--- config.mk ---
export PLATFORM = sky130hd
export DESIGN_NAME = morse_text_codec
export DESIGN_NICKNAME = d
export VERILOG_FILES = /design/src/rtl/core/mtc_pkg.sv /design/src/rtl/core/mtc_cell.sv /design/src/rtl/core/morse_text_codec.sv
export SDC_FILE = /design/constraint.sdc
export NUM_CORES = 2
export LEC_CHECK = 0
export ABC_AREA = 0
export BUFFER_PORTS_ARGS = -buffer_cell sky130_fd_sc_hd__buf_2
export CAP_MARGIN = 20
export CORE_UTILIZATION = 55
export DETAILED_ROUTE_END_ITERATION = 8
export PLACE_DENSITY_LB_ADDON = 0.12
export SLEW_MARGIN = 20
export SYNTH_ARGS = -nofsm -noshare
export SYNTH_HDL_FRONTEND = slang
export SYNTH_HIERARCHICAL = 1
export SYNTH_SLANG_ARGS = --single-unit
--- constraint.sdc ---
create_clock -name clk -period 4.65 [get_ports clk]
set_input_delay 0.465 -clock clk [delete_from_list [all_inputs] [get_ports clk]]
set_output_delay 0.465 -clock clk [all_outputs]
set_load 0.005 [all_outputs]
--- src/rtl/core/mtc_pkg.sv ---
// shared types and constants of the morse text codec
`timescale 1ns / 1ps

package mtc_pkg;

  // table geometry
  localparam int ALPHABET_SIZE = 26;
  localparam int MAX_SYMBOLS   = 8;
  localparam int PATTERN_BITS  = 8;
  localparam int SYMBOL_CAP    = (MAX_SYMBOLS < PATTERN_BITS) ? MAX_SYMBOLS : PATTERN_BITS;
  localparam int IDX_W         = 5;
  localparam int LEN_W         = 4;
  localparam int STEP_W        = 5;

  // characters
  localparam logic [7:0] CH_A     = 8'd65;
  localparam logic [7:0] CH_Z     = 8'd90;
  localparam logic [7:0] CH_SPACE = 8'd32;
  localparam logic [7:0] CH_DOT   = 8'd46;
  localparam logic [7:0] CH_DASH  = 8'd45;

  localparam logic [STEP_W-1:0] WORD_SPACES   = 5'd4;
  localparam logic [STEP_W-1:0] LETTER_SPACES = 5'd3;

  // command codes
  typedef enum logic [1:0] {
    CMD_LOAD   = 2'd0,
    CMD_ENCODE = 2'd1,
    CMD_DECODE = 2'd2,
    CMD_END    = 2'd3
  } cmd_t;

  // sequencer states
  typedef enum logic [1:0] {
    ST_IDLE,
    ST_ENCODE,
    ST_SEARCH,
    ST_WORD
  } state_t;

  // lookup beat that walks down the cell chain
  typedef struct packed {
    logic                    valid;
    logic [LEN_W-1:0]        len;
    logic [PATTERN_BITS-1:0] pat;
    logic                    found;
    logic [IDX_W-1:0]        pos;
    logic [IDX_W-1:0]        idx;
  } search_beat_t;

  // keep only the pattern bits below the symbol count
  function automatic logic [PATTERN_BITS-1:0] len_mask(input logic [LEN_W-1:0] len);
    logic [PATTERN_BITS:0] one_hot;
    one_hot = (PATTERN_BITS+1)'(1) << len;
    if (len >= LEN_W'(PATTERN_BITS)) begin
      return {PATTERN_BITS{1'b1}};
    end
    return PATTERN_BITS'(one_hot - (PATTERN_BITS+1)'(1));
  endfunction

endpackage

--- src/rtl/core/mtc_cell.sv ---
// one letter cell: holds a table entry and compares the passing lookup beat
`timescale 1ns / 1ps

module mtc_cell (
  input  logic                                   clk,
  input  logic                                   rst_n,
  input  logic                                   wr_en,
  input  logic [mtc_pkg::LEN_W-1:0]              wr_len,
  input  logic [mtc_pkg::PATTERN_BITS-1:0]       wr_pat,
  input  mtc_pkg::search_beat_t                  beat_i,
  output mtc_pkg::search_beat_t                  beat_o,
  output logic [mtc_pkg::LEN_W-1:0]              entry_len_o,
  output logic [mtc_pkg::PATTERN_BITS-1:0]       entry_pat_o
);

  logic [mtc_pkg::LEN_W-1:0]        len_r;
  logic [mtc_pkg::PATTERN_BITS-1:0] pat_r;
  mtc_pkg::search_beat_t            beat_r;
  mtc_pkg::search_beat_t            beat_nxt;
  logic                             hit;

  // entry storage
  always_ff @(posedge clk) begin
    if (!rst_n) begin
      len_r <= '0;
      pat_r <= '0;
    end else if (wr_en) begin
      len_r <= wr_len;
      pat_r <= wr_pat;
    end
  end

  // first matching cell claims the beat
  always_comb begin
    hit      = beat_i.valid && !beat_i.found && (beat_i.len == len_r) &&
               (beat_i.pat == pat_r);
    beat_nxt = beat_i;
    beat_nxt.pos = beat_i.pos + mtc_pkg::IDX_W'(1);
    if (hit) begin
      beat_nxt.found = 1'b1;
      beat_nxt.idx   = beat_i.pos;
    end
  end

  // hand the beat to the next cell
  always_ff @(posedge clk) begin
    if (!rst_n) begin
      beat_r <= '0;
    end else begin
      beat_r <= beat_nxt;
    end
  end

  assign beat_o      = beat_r;
  assign entry_len_o = len_r;
  assign entry_pat_o = pat_r;

endmodule

--- src/rtl/core/morse_text_codec.sv ---
// morse text codec top level: command sequencer, decoder state and letter cell chain
`timescale 1ns / 1ps

// Takes one command when start is high and busy is low. A load writes one letter entry
// and leaves busy low. An encode emits its characters one per cycle, each registered
// from the encode state: 4 for a space, 2*length+2 for a letter (3 for an empty entry),
// and busy is high while they are produced. A decode character without a letter boundary
// and an end with no open letter leave busy low; a word space with no open letter appears
// on the cycle after acceptance. A letter boundary or an end with an open letter walks a
// lookup beat through the row of 26 letter cells, one cell per cycle; a matched letter is
// registered off the last cell, and an optional word space follows in the next cycle.
// Every result is shown for exactly one cycle with out_valid high; the receiver cannot
// stall, and out_last_of_run marks the final result of a command.
module morse_text_codec (
  input  logic       clk,
  input  logic       rst_n,
  input  logic       start,
  output logic       busy,
  input  logic [1:0] in_cmd,
  input  logic [4:0] in_entry_index,
  input  logic [3:0] in_code_length,
  input  logic [7:0] in_code_pattern,
  input  logic [7:0] in_char,
  output logic       out_valid,
  output logic [7:0] out_char,
  output logic       out_last_of_run
);

  localparam int N = mtc_pkg::ALPHABET_SIZE;

  mtc_pkg::state_t                      state_r, state_nxt;
  mtc_pkg::search_beat_t                chain [N+1];
  mtc_pkg::search_beat_t                launch_r, launch_nxt;
  logic [N:0]                           chain_valid;
  logic [mtc_pkg::LEN_W-1:0]            entry_len [N];
  logic [mtc_pkg::PATTERN_BITS-1:0]     entry_pat [N];
  logic [N-1:0]                         wr_en;
  logic [mtc_pkg::LEN_W-1:0]            wr_len;
  logic [mtc_pkg::PATTERN_BITS-1:0]     wr_pat;

  // decoder state
  logic [mtc_pkg::LEN_W-1:0]            gath_len_r, gath_len_nxt;
  logic [mtc_pkg::PATTERN_BITS-1:0]     gath_pat_r, gath_pat_nxt;
  logic [2:0]                           space_run_r, space_run_nxt;
  logic                                 letter_open_r, letter_open_nxt;
  logic                                 word_pend_r, word_pend_nxt;

  // encoder sequencer
  logic [mtc_pkg::STEP_W-1:0]           step_r, step_nxt;
  logic [mtc_pkg::STEP_W-1:0]           total_r, total_nxt;
  logic [mtc_pkg::LEN_W-1:0]            enc_len_r, enc_len_nxt;
  logic [mtc_pkg::PATTERN_BITS-1:0]     enc_pat_r, enc_pat_nxt;

  // result register
  logic                                 out_valid_r, out_valid_nxt;
  logic [7:0]                           out_char_r, out_char_nxt;
  logic                                 out_last_r, out_last_nxt;

  logic                                 accept;
  logic [mtc_pkg::IDX_W-1:0]            letter_idx;
  logic [mtc_pkg::LEN_W-1:0]            base_len;
  logic [mtc_pkg::PATTERN_BITS-1:0]     base_pat;
  logic                                 flushing;
  logic                                 is_dash;
  logic                                 is_sym;

  assign accept = start && !busy;
  assign busy   = (state_r != mtc_pkg::ST_IDLE);

  // table write data: saturate the count and clear unused pattern bits
  always_comb begin
    wr_len = (in_code_length > mtc_pkg::LEN_W'(mtc_pkg::SYMBOL_CAP)) ?
             mtc_pkg::LEN_W'(mtc_pkg::SYMBOL_CAP) : in_code_length;
    wr_pat = in_code_pattern & mtc_pkg::len_mask(wr_len);
    wr_en  = '0;
    if (accept && (in_cmd == mtc_pkg::CMD_LOAD) &&
        (in_entry_index < mtc_pkg::IDX_W'(N))) begin
      wr_en[in_entry_index] = 1'b1;
    end
  end

  // row of letter cells
  assign chain[0]       = launch_r;
  assign chain_valid[0] = launch_r.valid;

  for (genvar k = 0; k < N; k++) begin : g_cell
    mtc_cell u_cell (
      .clk         (clk),
      .rst_n       (rst_n),
      .wr_en       (wr_en[k]),
      .wr_len      (wr_len),
      .wr_pat      (wr_pat),
      .beat_i      (chain[k]),
      .beat_o      (chain[k+1]),
      .entry_len_o (entry_len[k]),
      .entry_pat_o (entry_pat[k])
    );
    assign chain_valid[k+1] = chain[k+1].valid;
  end

  assign letter_idx = mtc_pkg::IDX_W'(in_char - mtc_pkg::CH_A);

  // state register
  always_ff @(posedge clk) begin
    if (!rst_n) begin
      state_r       <= mtc_pkg::ST_IDLE;
      launch_r      <= '0;
      gath_len_r    <= '0;
      gath_pat_r    <= '0;
      space_run_r   <= '0;
      letter_open_r <= 1'b0;
      word_pend_r   <= 1'b0;
      step_r        <= '0;
      out_valid_r   <= 1'b0;
    end else begin
      state_r       <= state_nxt;
      launch_r      <= launch_nxt;
      gath_len_r    <= gath_len_nxt;
      gath_pat_r    <= gath_pat_nxt;
      space_run_r   <= space_run_nxt;
      letter_open_r <= letter_open_nxt;
      word_pend_r   <= word_pend_nxt;
      step_r        <= step_nxt;
      out_valid_r   <= out_valid_nxt;
    end
  end

  // payload registers
  always_ff @(posedge clk) begin
    total_r    <= total_nxt;
    enc_len_r  <= enc_len_nxt;
    enc_pat_r  <= enc_pat_nxt;
    out_char_r <= out_char_nxt;
    out_last_r <= out_last_nxt;
  end

  // next state and result beats
  always_comb begin
    state_nxt       = state_r;
    launch_nxt      = '0;
    gath_len_nxt    = gath_len_r;
    gath_pat_nxt    = gath_pat_r;
    space_run_nxt   = space_run_r;
    letter_open_nxt = letter_open_r;
    word_pend_nxt   = word_pend_r;
    step_nxt        = step_r;
    total_nxt       = total_r;
    enc_len_nxt     = enc_len_r;
    enc_pat_nxt     = enc_pat_r;
    out_valid_nxt   = 1'b0;
    out_char_nxt    = out_char_r;
    out_last_nxt    = out_last_r;
    flushing        = (space_run_r >= 3'd2);
    is_dash         = (in_char == mtc_pkg::CH_DASH);
    base_len        = flushing ? '0 : gath_len_r;
    base_pat        = flushing ? '0 : gath_pat_r;
    is_sym          = 1'b0;

    case (state_r)
      mtc_pkg::ST_IDLE: begin
        if (accept) begin
          case (in_cmd)
            mtc_pkg::CMD_ENCODE: begin
              step_nxt = '0;
              if (in_char == mtc_pkg::CH_SPACE) begin
                total_nxt   = mtc_pkg::WORD_SPACES;
                enc_len_nxt = '0;
                enc_pat_nxt = '0;
                state_nxt   = mtc_pkg::ST_ENCODE;
              end else if (in_char inside {[mtc_pkg::CH_A:mtc_pkg::CH_Z]}) begin
                enc_len_nxt = entry_len[letter_idx];
                enc_pat_nxt = entry_pat[letter_idx];
                total_nxt   = (entry_len[letter_idx] == '0) ? mtc_pkg::LETTER_SPACES :
                              ({1'b0, entry_len[letter_idx]} << 1) + mtc_pkg::STEP_W'(2);
                state_nxt   = mtc_pkg::ST_ENCODE;
              end
            end
            mtc_pkg::CMD_DECODE: begin
              if (in_char == mtc_pkg::CH_SPACE) begin
                if (space_run_r != 3'd7) begin
                  space_run_nxt = space_run_r + 3'd1;
                end
              end else if (in_char == mtc_pkg::CH_DOT || is_dash) begin
                // letter boundary before this symbol
                if (flushing) begin
                  word_pend_nxt = (space_run_r >= 3'd5);
                  if (letter_open_r) begin
                    launch_nxt.valid = 1'b1;
                    launch_nxt.len   = gath_len_r;
                    launch_nxt.pat   = gath_pat_r;
                    state_nxt        = mtc_pkg::ST_SEARCH;
                  end else if (space_run_r >= 3'd5) begin
                    out_valid_nxt = 1'b1;
                    out_char_nxt  = mtc_pkg::CH_SPACE;
                    out_last_nxt  = 1'b1;
                  end
                end
                // gather the new symbol
                space_run_nxt   = '0;
                letter_open_nxt = 1'b1;
                if (base_len < mtc_pkg::LEN_W'(mtc_pkg::SYMBOL_CAP)) begin
                  gath_pat_nxt = base_pat |
                                 (mtc_pkg::PATTERN_BITS'(is_dash) << base_len);
                  gath_len_nxt = base_len + mtc_pkg::LEN_W'(1);
                end else begin
                  gath_pat_nxt = base_pat;
                  gath_len_nxt = mtc_pkg::LEN_W'(mtc_pkg::SYMBOL_CAP + 1);
                end
              end
            end
            mtc_pkg::CMD_END: begin
              word_pend_nxt = 1'b0;
              if (letter_open_r) begin
                launch_nxt.valid = 1'b1;
                launch_nxt.len   = gath_len_r;
                launch_nxt.pat   = gath_pat_r;
                state_nxt        = mtc_pkg::ST_SEARCH;
              end
              gath_len_nxt    = '0;
              gath_pat_nxt    = '0;
              space_run_nxt   = '0;
              letter_open_nxt = 1'b0;
            end
            default: begin
              // table load is handled by the cell write enables
            end
          endcase
        end
      end
      mtc_pkg::ST_ENCODE: begin
        // symbols on even steps below 2*length-1, spaces elsewhere
        is_sym        = ((step_r + mtc_pkg::STEP_W'(1)) < ({1'b0, enc_len_r} << 1)) &&
                        !step_r[0];
        out_valid_nxt = 1'b1;
        out_char_nxt  = is_sym ? (enc_pat_r[step_r[3:1]] ? mtc_pkg::CH_DASH : mtc_pkg::CH_DOT)
                               : mtc_pkg::CH_SPACE;
        out_last_nxt  = (step_r == total_r - mtc_pkg::STEP_W'(1));
        step_nxt      = step_r + mtc_pkg::STEP_W'(1);
        if (out_last_nxt) begin
          state_nxt = mtc_pkg::ST_IDLE;
        end
      end
      mtc_pkg::ST_SEARCH: begin
        if (chain[N].valid) begin
          if (chain[N].found) begin
            out_valid_nxt = 1'b1;
            out_char_nxt  = mtc_pkg::CH_A + {3'b000, chain[N].idx};
            out_last_nxt  = !word_pend_r;
          end
          state_nxt = word_pend_r ? mtc_pkg::ST_WORD : mtc_pkg::ST_IDLE;
        end
      end
      mtc_pkg::ST_WORD: begin
        out_valid_nxt = 1'b1;
        out_char_nxt  = mtc_pkg::CH_SPACE;
        out_last_nxt  = 1'b1;
        word_pend_nxt = 1'b0;
        state_nxt     = mtc_pkg::ST_IDLE;
      end
      default: begin
        state_nxt = mtc_pkg::ST_IDLE;
      end
    endcase
  end

  assign out_valid       = out_valid_r;
  assign out_char        = out_char_r;
  assign out_last_of_run = out_last_r;

`ifndef SYNTHESIS
  // at most one lookup beat in the cell row
  a_one_beat: assert property (@(posedge clk) disable iff (!rst_n)
    $countones(chain_valid) <= 1)
    else $error("more than one lookup beat in flight");

  // a lookup beat only travels while the sequencer waits for it
  a_beat_in_search: assert property (@(posedge clk) disable iff (!rst_n)
    (|chain_valid) |-> (state_r == mtc_pkg::ST_SEARCH))
    else $error("lookup beat outside search state");

  // the beat leaving the last cell ends the search
  a_search_ends: assert property (@(posedge clk) disable iff (!rst_n)
    (state_r == mtc_pkg::ST_SEARCH && chain[N].valid) |=> (state_r != mtc_pkg::ST_SEARCH))
    else $error("search did not end on returning beat");

  // encode step stays inside its run
  a_step_range: assert property (@(posedge clk) disable iff (!rst_n)
    (state_r == mtc_pkg::ST_ENCODE) |-> (step_r < total_r))
    else $error("encode step past run length");
`endif

endmodule

==> impl_metrics.xml <==
<?xml version="1.0" encoding="UTF-8"?>
<metrics>
  <group name="timing">
    <metric name="post-route-period-util" unit="%">66.0</metric>
    <metric name="setup_viol" unit="">0</metric>
    <metric name="worst_clock_skew" unit="ns">0.0318</metric>
    <metric name="post-route-min-period" unit="ns">3.07</metric>
    <metric name="hold_slack" unit="ns">0.216</metric>
    <metric name="timing_worst_slew_pin_value" unit="ns">1.15</metric>
    <metric name="slew_headroom" unit="%">23.1</metric>
    <metric name="report.final.hold_viol_count" unit="">0</metric>
    <metric name="setup_ws" unit="ns">1.58</metric>
    <metric name="final_count_of_pins_violating_max_slew" unit="">0</metric>
    <metric name="max_freq" unit="MHz">326</metric>
    <metric name="setup_repair_after_global_routing_missed_its_margin" unit="">no</metric>
    <metric name="tns" unit="ns">0</metric>
  </group>
  <group name="floorplanning">
    <metric name="core_area" unit="mm^2">0.0735</metric>
    <metric name="die_width" unit="um">275</metric>
    <metric name="io-pin-count" unit="">41</metric>
    <metric name="initial_utilization" unit="%">55.9</metric>
    <metric name="design.die.area" unit="mm^2">0.0757</metric>
    <metric name="die_height" unit="um">275</metric>
    <metric name="fp-row-count" unit="">99</metric>
  </group>
  <group name="clock_network">
    <metric name="htreeDepth" unit="">3</metric>
    <metric name="clk_root_buffer_cell" unit="">clkbuf_16</metric>
    <metric name="cts_inserted_buffers" unit="">102</metric>
    <metric name="insertion_delay" unit="ns">0.66</metric>
    <metric name="clkSlewWorstSetupHoldPaths" unit="ns">0.06</metric>
    <metric name="postCtsSetupRepairBufs" unit="">0</metric>
    <metric name="post_cts_hold_buffer_count" unit="">0</metric>
    <metric name="ctsResizeCount" unit="">0</metric>
    <metric name="clock_sink_count" unit="">982</metric>
    <metric name="tritoncts_clock_tree" unit="">built</metric>
    <metric name="max-clock-path-buffers" unit="">3</metric>
  </group>
  <group name="route">
    <metric name="routed_wirelength" unit="um">99000</metric>
    <metric name="met3_wl_post_dr" unit="um">3990</metric>
    <metric name="avgRoutedWirePerCell" unit="um">20.4</metric>
    <metric name="number_of_nets_with_antenna_violations_after_routing" unit="">0</metric>
    <metric name="remaining_drc_errors" unit="">0</metric>
    <metric name="met1Wirelength" unit="um">42800</metric>
    <metric name="first_pass_detailed_route_iteration_total" unit="">7</metric>
    <metric name="dr.max_layer_used" unit="">met5</metric>
    <metric name="drc_marker_count_from_the_first_detailed_route_iteration" unit="">1819</metric>
    <metric name="routed-via-count" unit="">26000</metric>
    <metric name="dr_wl_met2" unit="um">48400</metric>
    <metric name="detail_routed_via_count_per_cell" unit="">5.36</metric>
  </group>
  <group name="grt">
    <metric name="grt_pass1_vias" unit="">26500</metric>
    <metric name="antenna_found_initial" unit="">1</metric>
    <metric name="pin_count_of_the_biggest_net_entering_global_routing" unit="">218</metric>
    <metric name="grt_first_pass_wirelength" unit="um">153000</metric>
    <metric name="globalRouteOverflowTotal" unit="">0</metric>
    <metric name="total_global_routing_track_utilization" unit="%">26.3</metric>
  </group>
  <group name="place">
    <metric name="port-buffer-count" unit="">39</metric>
    <metric name="gp_congestion" unit="">0.915</metric>
    <metric name="post-dp-hpwl" unit="um">70200</metric>
    <metric name="place_area" unit="mm^2">0.0423</metric>
    <metric name="place_worst_setup_slack" unit="ns">0.991</metric>
  </group>
  <group name="synthesis">
    <metric name="syn-cell-area" unit="mm^2">0.0411</metric>
    <metric name="synth.avg_cell_area" unit="um^2">10.9</metric>
    <metric name="synthesis.instances" unit="">3754</metric>
    <metric name="synthesis.yosys.warnings" unit="">6</metric>
  </group>
  <group name="worst_setup_path">
    <metric name="critPathSlowestCell" unit="">a311oi_1</metric>
    <metric name="criticalPathCategory" unit="">reg -&gt; reg</metric>
    <metric name="kind_of_cell_with_the_highest_combined_delay_on_the_critical_path" unit="">simple AND/OR/NAND/NOR gates</metric>
    <metric name="critical_path.max_fanout" unit="">12</metric>
    <metric name="crit_path_end_kind" unit="">flip-flop</metric>
    <metric name="timing.critical_path.slowest_cell_delay" unit="ns">0.55</metric>
    <metric name="cp-start-kind" unit="">flip-flop</metric>
    <metric name="worst_ep_arrival_time" unit="ns">3.61</metric>
    <metric name="path_cells" unit="">inv_1, ha_1, inv_1, nor2_1, buf_4, nand2_1, a311oi_1, nand2_1, nor2_1, buf_4, mux2i_1, nor2b_1</metric>
    <metric name="worst_ep_required_time" unit="ns">5.19</metric>
    <metric name="path_buf_inv" unit="">4</metric>
  </group>
  <group name="finish">
    <metric name="fin_nets" unit="">3875</metric>
    <metric name="layout-area-overhead-vs-synth" unit="%">11.9</metric>
    <metric name="postLayoutCellArea" unit="mm^2">0.0459</metric>
    <metric name="drive_above_1_share" unit="%">11.2</metric>
  </group>
  <group name="pwr">
    <metric name="power_leakage" unit="uW">0.0161</metric>
    <metric name="power-per-cell-area" unit="mW/mm^2">393</metric>
    <metric name="max-vdd-ir-drop" unit="mV">0.337</metric>
  </group>
  <group name="hold_path">
    <metric name="hp-class" unit="">in -&gt; reg</metric>
  </group>
  <group name="outcome">
    <metric name="result_of_the_run" unit="">finished clean</metric>
  </group>
  <group name="flow_run">
    <metric name="cap_violations" unit="">0</metric>
  </group>
</metrics>
[worst paths after layout]
kind	startpoint	cells past startpoint	end	slack (ns)
max	state_r[0]	12	g_cell[10].u_cell/entry_pat_o[2]	1.58
min	rst_n	2	g_cell[17].u_cell/beat_o[10]	0.22
max reg2reg	state_r[0]	12	g_cell[10].u_cell/entry_pat_o[2]	1.58
min reg2reg	g_cell[19].u_cell/beat_o[1]	2	g_cell[20].u_cell/beat_o[1]	0.43
[registers in the layout (all words and copies together) (netlist names), 2 cells and up]
register                   cells
chain                         13
enc_len_r                      4
enc_pat_r                      8
g_cell.u_cell/beat_o         607
g_cell.u_cell/entry_len_o    104
g_cell.u_cell/entry_pat_o    208
gath_len_r                     4
gath_pat_r                     8
out_char                       7
space_run_r                    3
state_r                        2
step_r                         5
total_r                        5
[power breakdown]
| part | total, uW | switching (uW) | internal [uW] |
|---|---|---|---|
| Sequential | 8610 | 70.5 | 8540 |
| Combinational | 744 | 472 | 272 |
| Clock | 8710 | 3410 | 5300 |
[placed cells by master, fill, tap and decap left out, drive strengths merged, types with 73 or more instances in the layout]
master  instances
clkbuf        147
mux4           86
xnor2         374
dfxtp         957
nor2b         365
mux2i         467
and2          445
nand2         301
nor2           73
nand3          96
buf            87
[cell type report]
class	instances	area, um^2
Fill cell	5829	27500
Multi-Input combinational cell	2596	20400
Sequential cell	982	19900
Clock buffer	147	3010
Tap cell	959	1200
Clock inverter	46	652
Timing Repair Buffer	87	634
Inverter	25	93.8
Antenna cell	2	5.00
[metal layers]
metal | track usage, % | vias to the layer above
li1 | - | 12600
met1 | 33.0 | 12600
met2 | 45.5 | 546
met3 | 3.69 | 178
met4 | 10.8 | 2
met5 | 0 | -
[stage by stage]
| step | std cells | util [%] | total power (uW) |
|---|---|---|---|
| 4_1_cts | 4842 | 62.5 | 18200 |
| 3_5_place_dp | 4649 | 57.6 | 9530 |
| 2_1_floorplan | 3777 | - | 9280 |
| 3_3_place_gp | 4649 | 57.6 | 9510 |
| 5_1_grt | 4842 | 62.5 | 18600 |
| 6_report | 4844 | 62.5 | 18100 |
Power figures use the tool's default switching activity.
